$ cat src/rtl/pcq_pkg.sv
// Package for the priority command queue: entry layout, operation and status codes, shared types.
`default_nettype none

package pcq_pkg;

    // Default table depth
    localparam int PCQ_DEPTH = 64;

    // Packed widths of the stream channels
    localparam int PCQ_IN_DATA_W  = 64;
    localparam int PCQ_IN_USER_W  = 8;
    localparam int PCQ_OUT_DATA_W = 88;
    localparam int PCQ_CNT_OUT_W  = 7;

    // Operation codes
    typedef enum logic [3:0] {
        OP_ADD            = 4'd0,
        OP_ADD_UNLESS_KEY = 4'd1,
        OP_ADD_UNLESS_TYP = 4'd2,
        OP_SEARCH_KEY     = 4'd3,
        OP_SEARCH_TYPE    = 4'd4,
        OP_COUNT_POINT    = 4'd5,
        OP_POP_MAX        = 4'd6,
        OP_POP_MAX_POINT  = 4'd7,
        OP_CLEAR          = 4'd8
    } op_t;

    // Status codes
    localparam logic [1:0] STS_DONE = 2'd0;
    localparam logic [1:0] STS_DUP  = 2'd1;
    localparam logic [1:0] STS_NONE = 2'd2;
    localparam logic [1:0] STS_FULL = 2'd3;

    // One stored command, type in the lowest bits
    typedef struct packed {
        logic [31:0] payload;
        logic [15:0] point_id;
        logic [7:0]  priority_val;
        logic [7:0]  cmd_type;
    } entry_t;

    // Compare results for one entry against the request
    typedef struct packed {
        logic key_hit;
        logic type_hit;
        logic point_hit;
        logic prio_gt;
    } match_t;

    // Result fields gathered before the output register
    typedef struct packed {
        logic [1:0] status;
        logic       found;
        logic [6:0] match_count;
        entry_t     ent;
    } res_t;

    // Sequencer states
    typedef enum logic [4:0] {
        ST_IDLE   = 5'b00001,
        ST_SCAN   = 5'b00010,
        ST_EVAL   = 5'b00100,
        ST_SHIFT  = 5'b01000,
        ST_RESULT = 5'b10000
    } state_t;

endpackage

`default_nettype wire

$ cat src/rtl/pcq_mem.sv
// Entry table storage: one write port and one registered read port.
`default_nettype none

module pcq_mem
    import pcq_pkg::*;
#(
    parameter int DEPTH = PCQ_DEPTH,
    parameter int AW    = $clog2(DEPTH)
)
(
    input  wire logic          clk,
    input  wire logic          we,
    input  wire logic [AW-1:0] waddr,
    input  wire entry_t        wdata,
    input  wire logic [AW-1:0] raddr,
    output entry_t             rdata
);

    entry_t mem [DEPTH];
    entry_t rdata_reg;

    // Write one entry and read one entry each cycle
    always_ff @(posedge clk)
    begin
        if (we)
        begin
            mem[waddr] <= wdata;
        end
        rdata_reg <= mem[raddr];
    end

    assign rdata = rdata_reg;

endmodule

`default_nettype wire

$ cat src/rtl/pcq_match.sv
// Shared compare unit: checks one entry read from the table against the request key.
`default_nettype none

module pcq_match
    import pcq_pkg::*;
(
    input  wire entry_t      ent,
    input  wire logic [7:0]  req_type,
    input  wire logic [7:0]  req_prio,
    input  wire logic [15:0] req_point,
    input  wire logic [7:0]  best_prio,
    output match_t           result
);

    logic type_eq;
    logic point_eq;

    // Field compares
    assign type_eq  = (ent.cmd_type == req_type);
    assign point_eq = (ent.point_id == req_point);

    // Full key needs a real point on the request
    assign result.key_hit   = type_eq && (ent.priority_val == req_prio) &&
                              (req_point != 16'd0) && point_eq;
    assign result.type_hit  = type_eq;
    assign result.point_hit = point_eq;
    assign result.prio_gt   = (ent.priority_val > best_prio);

endmodule

`default_nettype wire

$ cat src/rtl/priority_command_queue.sv
// Top level of the priority command queue: stream ports, sequencer and result register.
//
// Usage: one command enters on the s_axis channel (operation in tuser, key fields and
// payload in tdata) and exactly one result leaves on the m_axis channel. s_axis_tready
// is high only while the sequencer is idle; one command is worked on at a time.
// Add, clear and unused codes go straight to evaluation and then to the result; searches,
// count and conditional adds first scan every stored entry; pops scan as well and then
// move each entry behind the popped one down one place. The pace is set by the single
// read port of the entry table: the scan reads one entry per cycle through the shared
// compare unit, and the gap left by a pop is closed one entry per cycle.
// The result sits in an output register; a new command is taken while it waits, and
// a finished result holds in the sequencer until the register is free, so a stalled
// receiver only stops the queue after one further command. Reset empties the table
// at once (the count goes to zero, no clearing pass) and drops any pending result.
// Parameter QUEUE_DEPTH sets the table size; match_count and occupancy are reported
// in 7 bits.
`default_nettype none

module priority_command_queue
    import pcq_pkg::*;
#(
    parameter int QUEUE_DEPTH = PCQ_DEPTH
)
(
    input  wire logic                      clk,
    input  wire logic                      rst_n,
    input  wire logic                      s_axis_tvalid,
    output logic                           s_axis_tready,
    // cmd_type[7:0], priority_req[15:8], point_id[31:16], payload[63:32]
    input  wire logic [PCQ_IN_DATA_W-1:0]  s_axis_tdata,
    // operation[3:0], zero fill [7:4]
    input  wire logic [PCQ_IN_USER_W-1:0]  s_axis_tuser,
    output logic                           m_axis_tvalid,
    input  wire logic                      m_axis_tready,
    // status[1:0], found[2], match_count[9:3], out_cmd_type[17:10],
    // out_priority[25:18], out_point_id[41:26], out_payload[73:42],
    // occupancy[80:74], zero fill [87:81]
    output logic [PCQ_OUT_DATA_W-1:0]      m_axis_tdata
);

    localparam int AW = $clog2(QUEUE_DEPTH);
    localparam int CW = $clog2(QUEUE_DEPTH + 1);
    localparam logic [CW-1:0] DEPTH_C = CW'(QUEUE_DEPTH);

    state_t         state_reg, state_next;
    op_t            op_reg, op_next;
    entry_t         req_reg, req_next;
    logic [CW-1:0]  count_reg, count_next;
    logic [CW-1:0]  ptr_reg, ptr_next;
    logic           pend_reg, pend_next;
    logic [AW-1:0]  pend_idx_reg, pend_idx_next;
    logic           hit_reg, hit_next;
    logic [CW-1:0]  cnt_reg, cnt_next;
    logic [7:0]     best_reg, best_next;
    logic [AW-1:0]  idx_reg, idx_next;
    entry_t         take_reg, take_next;
    res_t           res_reg, res_next;
    logic           m_valid_reg, m_valid_next;
    logic [PCQ_OUT_DATA_W-1:0] m_data_reg, m_data_next;

    logic           mem_we;
    logic [AW-1:0]  mem_waddr;
    entry_t         mem_wdata;
    logic [AW-1:0]  mem_raddr;
    entry_t         mem_rdata;
    match_t         cmp;
    logic           in_xfer;

    pcq_mem #(
        .DEPTH (QUEUE_DEPTH),
        .AW    (AW)
    ) u_mem (
        .clk   (clk),
        .we    (mem_we),
        .waddr (mem_waddr),
        .wdata (mem_wdata),
        .raddr (mem_raddr),
        .rdata (mem_rdata)
    );

    pcq_match u_match (
        .ent       (mem_rdata),
        .req_type  (req_reg.cmd_type),
        .req_prio  (req_reg.priority_val),
        .req_point (req_reg.point_id),
        .best_prio (best_reg),
        .result    (cmp)
    );

    assign s_axis_tready = (state_reg == ST_IDLE);
    assign in_xfer       = s_axis_tvalid && s_axis_tready;
    assign m_axis_tvalid = m_valid_reg;
    assign m_axis_tdata  = m_data_reg;

    // Sequencer: scan, decide, close the gap, hand off the result
    always_comb
    begin
        state_next    = state_reg;
        op_next       = op_reg;
        req_next      = req_reg;
        count_next    = count_reg;
        ptr_next      = ptr_reg;
        pend_next     = 1'b0;
        pend_idx_next = pend_idx_reg;
        hit_next      = hit_reg;
        cnt_next      = cnt_reg;
        best_next     = best_reg;
        idx_next      = idx_reg;
        take_next     = take_reg;
        res_next      = res_reg;
        m_valid_next  = m_valid_reg;
        m_data_next   = m_data_reg;
        mem_we        = 1'b0;
        mem_waddr     = count_reg[AW-1:0];
        mem_wdata     = req_reg;
        mem_raddr     = ptr_reg[AW-1:0];

        // Drop the result once the receiver takes it
        if (m_valid_reg && m_axis_tready)
        begin
            m_valid_next = 1'b0;
        end

        unique case (state_reg)
            ST_IDLE:
            begin
                if (in_xfer)
                begin
                    op_next               = op_t'(s_axis_tuser[3:0]);
                    req_next.cmd_type     = s_axis_tdata[7:0];
                    req_next.priority_val = s_axis_tdata[15:8];
                    req_next.point_id     = s_axis_tdata[31:16];
                    req_next.payload      = s_axis_tdata[63:32];
                    ptr_next              = '0;
                    hit_next              = 1'b0;
                    cnt_next              = '0;
                    best_next             = 8'd0;
                    idx_next              = '0;
                    take_next             = '0;
                    case (s_axis_tuser[3:0])
                        OP_ADD_UNLESS_KEY, OP_ADD_UNLESS_TYP, OP_SEARCH_KEY,
                        OP_SEARCH_TYPE, OP_COUNT_POINT, OP_POP_MAX,
                        OP_POP_MAX_POINT: state_next = ST_SCAN;
                        default:          state_next = ST_EVAL;
                    endcase
                end
            end

            ST_SCAN:
            begin
                // Issue the next read
                if (ptr_reg < count_reg)
                begin
                    mem_raddr     = ptr_reg[AW-1:0];
                    ptr_next      = ptr_reg + 1'b1;
                    pend_next     = 1'b1;
                    pend_idx_next = ptr_reg[AW-1:0];
                end
                // Check the entry that arrived
                if (pend_reg)
                begin
                    case (op_reg)
                        OP_ADD_UNLESS_KEY, OP_SEARCH_KEY:
                        begin
                            if (cmp.key_hit)
                            begin
                                hit_next = 1'b1;
                            end
                        end
                        OP_ADD_UNLESS_TYP, OP_SEARCH_TYPE:
                        begin
                            if (cmp.type_hit)
                            begin
                                hit_next = 1'b1;
                            end
                        end
                        OP_COUNT_POINT:
                        begin
                            if (cmp.point_hit && (req_reg.point_id != 16'd0))
                            begin
                                cnt_next = cnt_reg + 1'b1;
                            end
                        end
                        OP_POP_MAX:
                        begin
                            if (cmp.prio_gt)
                            begin
                                best_next = mem_rdata.priority_val;
                                idx_next  = pend_idx_reg;
                                take_next = mem_rdata;
                            end
                            else if (pend_idx_reg == '0)
                            begin
                                take_next = mem_rdata;
                            end
                        end
                        OP_POP_MAX_POINT:
                        begin
                            if (cmp.point_hit && cmp.prio_gt)
                            begin
                                best_next = mem_rdata.priority_val;
                                idx_next  = pend_idx_reg;
                                take_next = mem_rdata;
                                hit_next  = 1'b1;
                            end
                        end
                        default:
                        begin
                        end
                    endcase
                end
                if ((ptr_reg >= count_reg) && !pend_reg)
                begin
                    state_next = ST_EVAL;
                end
            end

            ST_EVAL:
            begin
                res_next   = '0;
                state_next = ST_RESULT;
                case (op_reg)
                    OP_ADD, OP_ADD_UNLESS_KEY, OP_ADD_UNLESS_TYP:
                    begin
                        if ((op_reg != OP_ADD) && hit_reg)
                        begin
                            res_next.status = STS_DUP;
                        end
                        else if (count_reg < DEPTH_C)
                        begin
                            mem_we     = 1'b1;
                            mem_waddr  = count_reg[AW-1:0];
                            count_next = count_reg + 1'b1;
                        end
                        else
                        begin
                            res_next.status = STS_FULL;
                        end
                    end
                    OP_SEARCH_KEY, OP_SEARCH_TYPE:
                    begin
                        res_next.found  = hit_reg;
                        res_next.status = hit_reg ? STS_DONE : STS_NONE;
                    end
                    OP_COUNT_POINT:
                    begin
                        res_next.match_count = 7'(cnt_reg);
                    end
                    OP_POP_MAX, OP_POP_MAX_POINT:
                    begin
                        if (((op_reg == OP_POP_MAX) && (count_reg != '0)) ||
                            ((op_reg == OP_POP_MAX_POINT) && hit_reg))
                        begin
                            res_next.ent = take_reg;
                            ptr_next     = CW'(idx_reg) + 1'b1;
                            state_next   = ST_SHIFT;
                        end
                        else
                        begin
                            res_next.status = STS_NONE;
                        end
                    end
                    OP_CLEAR:
                    begin
                        count_next = '0;
                    end
                    default:
                    begin
                    end
                endcase
            end

            ST_SHIFT:
            begin
                // Read the entry behind the gap
                if (ptr_reg < count_reg)
                begin
                    mem_raddr = ptr_reg[AW-1:0];
                    ptr_next  = ptr_reg + 1'b1;
                    pend_next = 1'b1;
                end
                // Move it down one place
                if (pend_reg)
                begin
                    mem_we    = 1'b1;
                    mem_waddr = idx_reg;
                    mem_wdata = mem_rdata;
                    idx_next  = idx_reg + 1'b1;
                end
                if ((ptr_reg >= count_reg) && !pend_reg)
                begin
                    count_next = count_reg - 1'b1;
                    state_next = ST_RESULT;
                end
            end

            ST_RESULT:
            begin
                // Load the output register once it is free
                if (!m_valid_reg || m_axis_tready)
                begin
                    m_valid_next = 1'b1;
                    m_data_next  = {7'd0, 7'(count_reg), res_reg.ent.payload,
                                    res_reg.ent.point_id, res_reg.ent.priority_val,
                                    res_reg.ent.cmd_type, res_reg.match_count,
                                    res_reg.found, res_reg.status};
                    state_next   = ST_IDLE;
                end
            end

            default:
            begin
                state_next = ST_IDLE;
            end
        endcase
    end

    // Control state
    always_ff @(posedge clk or negedge rst_n)
    begin
        if (!rst_n)
        begin
            state_reg   <= ST_IDLE;
            count_reg   <= '0;
            pend_reg    <= 1'b0;
            m_valid_reg <= 1'b0;
        end
        else
        begin
            state_reg   <= state_next;
            count_reg   <= count_next;
            pend_reg    <= pend_next;
            m_valid_reg <= m_valid_next;
        end
    end

    // Working and payload registers
    always_ff @(posedge clk)
    begin
        op_reg       <= op_next;
        req_reg      <= req_next;
        ptr_reg      <= ptr_next;
        pend_idx_reg <= pend_idx_next;
        hit_reg      <= hit_next;
        cnt_reg      <= cnt_next;
        best_reg     <= best_next;
        idx_reg      <= idx_next;
        take_reg     <= take_next;
        res_reg      <= res_next;
        m_data_reg   <= m_data_next;
    end

endmodule

`default_nettype wire
$ cat config.mk
export PLATFORM = sky130hd
export DESIGN_NAME = priority_command_queue
export DESIGN_NICKNAME = d
export VERILOG_FILES = /design/src/rtl/pcq_pkg.sv /design/src/rtl/pcq_mem.sv /design/src/rtl/pcq_match.sv /design/src/rtl/priority_command_queue.sv
export SDC_FILE = /design/constraint.sdc
export NUM_CORES = 2
export LEC_CHECK = 0
export BUFFER_PORTS_ARGS = -buffer_cell sky130_fd_sc_hd__clkbuf_2
export CAP_MARGIN = 40
export CORE_ASPECT_RATIO = 1.25
export CORE_UTILIZATION = 45
export CTS_CLUSTER_SIZE = 28
export DETAILED_ROUTE_END_ITERATION = 8
export PLACE_DENSITY = 0.58
export RECOVER_POWER = 100
export REMOVE_ABC_BUFFERS = 1
export SLEW_MARGIN = 40
export SYNTH_ARGS = -nofsm -noshare
export SYNTH_HDL_FRONTEND = slang
export SYNTH_HIERARCHICAL = 1
export SYNTH_SLANG_ARGS = --single-unit
$ cat constraint.sdc
create_clock -name clk -period 9.2 [get_ports clk]
set_input_delay 2.76 -clock clk [delete_from_list [all_inputs] [get_ports clk]]
set_output_delay 2.76 -clock clk [all_outputs]
set_load 0.05 [all_outputs]
# Word-level counts from Yosys, hierarchy flattened
# Memory sizes are Yosys's and may differ from the RTL's. A register that Yosys moved wholly into a read port is not among the register bits.
# Index checks and enable logic that the tools add are counted.
totals:
  word_cells: 195
  output_inout_bits: 90
  inputBits: 76
  memories: 1
  ff_bits: 336
  ramBits: 4096
mem_list:
  columns: ["name", "words", "width", "read_ports", "rd_clocked_by_memory_dff", "write_ports", "line_no", "source"]
  rows:
  - ["u_mem.mem", 64, 64, 1, 1, 1, "pcq_mem.sv:19", "entry_t mem [DEPTH];"]
classes:
  n_eq_ne: 44
  reduce_logical: 43
  n_lt_le_gt_ge: 4
  mux: 70
  addsub: 6
op_table:
  columns: ["operator", "n"]
  rows:
  - ["64-bit 2-to-1 mux", 7]
  - ["64-bit case mux with 2 select lines", 2]
  - ["7-bit 2-to-1 mux", 10]
  - ["6-bit 2-to-1 mux", 7]
  - ["7-bit case mux with 2 select lines", 3]
  - ["4-bit by 3-bit equality test with 1-bit output (second input constant)", 8]
  - ["8-bit 2-to-1 mux", 4]
  - ["8-bit case mux with 2 select lines", 2]
  - ["5-bit 2-to-1 mux", 6]
  - ["5-bit case mux with 5 select lines", 1]
  - ["7-bit by 1-bit adder with 7-bit output (second input constant)", 3]
  - ["7-bit case mux with 3 select lines", 1]
  - ["2-bit != test (second input constant)", 9]
  - ["3-bit != test (second input constant)", 6]
  - ["6-bit case mux with 3 select lines", 1]
  - ["16-bit equality test", 1]
  - ["4-bit by 2-bit equality test with 1-bit output (second input constant)", 4]
  - ["8-bit equality test", 2]
  - ["1-bit 2-to-1 mux", 16]
  - ["16-bit nonzero test", 1]
  - ["5-bit AND reduction", 3]
  - ["7-bit AND reduction", 2]
  - ["6-bit case mux with 2 select lines", 1]
  - ["6-bit AND reduction", 2]
  - ["38 further kinds", 65]

# Depth between registers and ports, before layout
depth:
  depth_word: 8
  mapped_depth: 12
  depth_no_buf: 12

# Cells and area by module
# Netlist, hierarchy kept.
by_module_without_submodules:
  columns: ["mod", "seq_area_each_um2", "n_inst", "area_per_inst_um2", "cells_per_inst"]
  rows:
  - ["pcq_mem", 124279.2, 1, 156888.0, 6812]
  - ["priority_command_queue", 10020.9, 1, 13471.7, 849]
  - ["pcq_match", 0.0, 1, 610.6, 80]

# Least setup slack after synthesis
# OpenSTA, ideal clock, no wires.
synth_path:
  path_type: "register to register"
  from: "reg state_reg[1]"
  to: "mem u_mem/mem[48][0] (netlist name) (enable)"
  period_less_slack_ps: 7339
  setup_time_ps: 565
  arrival_ps: 6774
  setup_slack_ps: 1861
  path_buffers: 1
  required_ps: 8635
  stages_incl_launch_ff: 9
  path_cell_list: "dfrtp_1 > buf_2 > nor2_1 > nand3_1 > clkinv_1 > nand2_1 > nand2_1 > nand2_1 > nor3_1"
synth_via:
  elab_chain_len: 4
  elab_cells_between_ends: 6
  classes_between: "eq/ne (2); mux (4)"
synth_rtl:
  columns: ["item", "line_no", "source"]
  rows:
  - ["start, declared", "priority_command_queue.sv:45", "state_t state_reg, state_next;"]
  - ["start signal, assigned", "priority_command_queue.sv:330", "state_reg <= state_next;"]
  - ["5-bit by 4-bit equality test with 1-bit output or 5-bit by 3-bit equality test with 1-bit output (tied branches)", "priority_command_queue.sv:124", "unique case (state_reg)"]
  - ["1-bit case mux with 2 select lines *", "priority_command_queue.sv:124", null]
  - ["named net mem_we", "priority_command_queue.sv:61", "logic mem_we;"]
  - ["1-bit 2-to-1 mux *", "pcq_mem.sv:25", "if (we)"]
  - ["1-bit 2-to-1 mux (not written as such) *", "pcq_mem.sv:27", "mem[waddr] <= wdata;"]
  - ["end, declared", "pcq_mem.sv:19", null]
# The timed path passes the listed nets; every way through them passes the cells marked *.

# Final worst setup path
layout_path:
  from: "reg state_reg[2]"
  to: "mem u_mem/mem[10][60] (netlist name) (enable)"
layout_via:
  elab_cells_between_ends: 6
  classes_between: "eq/ne (2); mux (4)"
layout_rtl:
  columns: ["item", "line_no", "source"]
  rows:
  - ["5-bit by 4-bit equality test with 1-bit output", "priority_command_queue.sv:124", null]
  - ["6-bit 2-to-1 mux", null, null]
  - ["named net mem_waddr[1]", "priority_command_queue.sv:62", "logic [AW-1:0] mem_waddr;"]
# The timed path passes the listed nets, and every way through them passes these cells.

==> impl_metrics.py <==
metrics = {
    "detailed_routing": {
        "vias_per_cell": 6.20,
        "wl_per_cell_um": 35.4,
        "postRouteWirelength_mm": 477,
        "antenna_left": 0,
        "vias": 83600,
        "drtIter0Drc": 9737,
        "first_pass_iters": 8,
        "detail_route.drc_violations": 0,
    },
    "setup_path": {
        "crit_arrival_ps": 7840,
        "start_kind": "flip-flop",
        "crit_type": "flip-flop to flip-flop",
        "startpoint": "state_reg[2]",
        "worstPathRequired_ps": 9810,
        "setup.worst_path.end_class": "flip-flop",
        "path_max_fanout": 40,
        "reg2regPathDepth": 10,
        "r2r_start": "state_reg[2]",
    },
    "timing": {
        "timing.final.crit_period_ps": 7230,
        "min_period_over_period_pct": 78.6,
        "hold_violations": 0,
        "maxSlewViolCount": 6109,
        "skew_ps": 56.2,
        "setup_viol": 0,
        "rsz0062_at_grt": "no",
        "worstMarginPinSlew_ps": 4530,
        "fmax_ghz": 0.138,
        "relSlewSlack_pct": -202,
    },
    "placement": {
        "gp_congestion": 0.819,
        "postPlaceCellArea_sq_um": 179000,
        "port_buffers": 154,
        "dpl.hpwl_mm": 254,
    },
    "cts": {
        "cts_post_setup_buffers_inserted": 0,
        "ctsHoldBuffers": 0,
        "cts_buffer_depth": 4,
        "htreeDepth": 5,
        "numCtsBuffers": 433,
        "cts_root_buffer": "clkbuf_16",
        "cts-resized-gates": 0,
        "cts_tree": "yes",
        "clk_latency_ps": 1020,
        "clk_pin_slew_ps": 70,
        "cts_num_sinks": 4496,
    },
    "synth": {
        "synth_cell_type_count": 69,
        "synthTopCellsByArea": "edfxtp_1 (78%), mux4_2 (13%), mux2i_1 (0.90%)",
        "synth_seq_area_share_pct": 78.6,
        "synth_cells": 7741,
        "synth_edf_count": 4418,
        "syn_avg_cell_area_sq_um": 22.1,
        "synth_async_sr_flop_share_pct": 0.311,
        "netlist_area_sq_um": 171000,
        "yosys_warnings": 6,
        "yosysTopAreaCellShare_pct": 77.6,
        "synth_ff_type": "edfxtp_1",
        "ys_seq_elements": 4496,
        "synth_largest_area_cell": "edfxtp_1",
    },
    "die": {
        "die_w_um": 553,
        "rows": 252,
        "start_util_pct": 45.3,
        "die_y_um": 691,
        "fp.dieArea_sq_um": 382000,
        "io-pin-count": 166,
        "core_area_sq_um": 377000,
    },
    "final_layout": {
        "final-seq-area_sq_um": 134000,
        "area_growth_pct": 12.4,
        "drive_gt1_share_pct": 22.8,
        "final_cell_area_sq_um": 192000,
        "layout.nets": 8240,
        "final_cell_mix": "edfxtp_1 (4,418), mux4_2 (1,024), clkbuf_16 (435)",
        "fill_cells": 29500,
        "final_common_cell": "edfxtp_1",
        "multi_input_area_sq_um": 34600,
        "largest_reg_flops": 4096,
    },
    "pwr": {
        "ir_worst_vdd_mv": 0.275,
        "intPower_mw": 39.9,
        "p_sw_share_pct": 30.7,
        "fin_total_pwr_mw": 57.6,
        "power_frac_comb_pct": 26.2,
        "pwr-share-clk_pct": 30.9,
        "power_frac_seq_pct": 42.9,
        "p_switching_mw": 17.7,
        "p_per_area_nw_per_um2": 300,
        "power.leakage_nw": 59.1,
    },
    "worst_hold_path": {
        "hold_class": "flip-flop to flip-flop",
        "hp-start": "res_reg[61]",
        "hold_depth": 0,
    },
    "global_routing": {
        "grt_pass1_wl_mm": 666,
        "busiest_layer": "met2",
        "grt_overflow": 0,
        "grtUsageMet2_pct": 41.0,
        "first_global_vias": 85200,
        "grt_max_degree": 106,
        "grt_usage_pct": 24.8,
        "grt.met1_usage_pct": 33.7,
        "use_met3_pct": 4.65,
        "antenna_found_initial": 27,
    },
    "job": {
        "drv_cap": 139,
    },
    "status": {
        "status": "complete, but fails checks",
        "violations": "max-capacitance violations, max-slew violations",
    },
}
## worst paths after layout
check	endpoint	slack, ps
worst max-delay path	u_mem/mem[10][60]	1970
worst min register to register	m_axis_tdata[71]	410
worst min-delay path	m_axis_tdata[71]	410
max in group asynchronous	count_reg[3]	6900
worst max register to register	u_mem/mem[10][60]	1970
min in group asynchronous	state_reg[2]	1790
## area by class of cell
cell class,count,area share [%]
diodes,9,0.0117
inverters,27,0.0560
clock inverters,235,1.17
repair buffers,401,1.47
flip-flops and latches,4496,69.9
well taps,4953,3.22
clock buffers,578,6.17
multi-input cells,2785,18.0
## power by group through the flow
stage / clock (mW) / sequential [mW] / combinational [mW]
after floorplan: 0 / 25.6 / 10.2
after global placement: 0 / 25.0 / 15.1
after detailed placement: 0 / 25.0 / 15.3
after CTS: 18.1 / 24.6 / 15.3
after global routing: 18.8 / 24.8 / 16.0
final: 17.8 / 24.7 / 15.1
## metrics by stage
stage | worst slack [ps] | hold WS, ps | cells | utilization (%) | setup TNS (ps)
4_1_cts | 3850 | 414 | 13500 | 51.2 | 0
3_3_place_gp | 3670 | 400 | 12600 | 47.3 | 0
6_report | 1970 | 409 | 13500 | 50.9 | 0
5_1_grt | 1840 | 418 | 13500 | 50.9 | 0
3_5_place_dp | 3900 | 405 | 12700 | 47.4 | 0
2_1_floorplan | -41520 | 400 | 7308 | - | -3174930
## synth_stat cells, types with 48 or more instances
cell type	n
nor2_1	149
edfxtp_1	4418
mux4_2	1024
nand3_1	197
or3_1	57
mux2i_1	154
nand2_1	228
buf_4	48
o22ai_1	83
a22oi_1	128
and2_1	138
dfxtp_1	64
a31oi_1	52
clkbuf_1	182
mux2_2	72
o21a_1	49
buf_2	160
nand4_1	94
## logic make-up (layout without fill, tap and decap cells)
family                   count (synthesis)  after routing  synth area share [%]
multiplexers                          1250           1250                  14.9
buffers and inverters                  466           1241                  1.38
XOR/XNOR                                47             47                 0.241
AND/OR/NAND/NOR                        978            978                  2.90
AO/OA/AOI/OAI                          482            482                  1.91
flip-flops                            4496           4496                  78.6
other                                    1             16               0.00219
adder cells (fa/ha/maj)                 21             21                 0.152
## routing by layer
layer  up-vias  share of wire, %
met5         -            0.0084
met4         6               3.3
met3       681               8.8
met2      3748                49
met1     45800                39
li1      33300                 -
## worst max-delay path, cell delays in order (launching register included)
cell and delay, ps:
dfrtp_1 420, nor3_1 530, and2_0 620, nand2_1 440, buf_6 420, mux2_1 570
or3b_2 540, or2_0 520, nor2_4 200, clkbuf_1 1710, buf_6 690
Power figures use the tool's default switching activity.
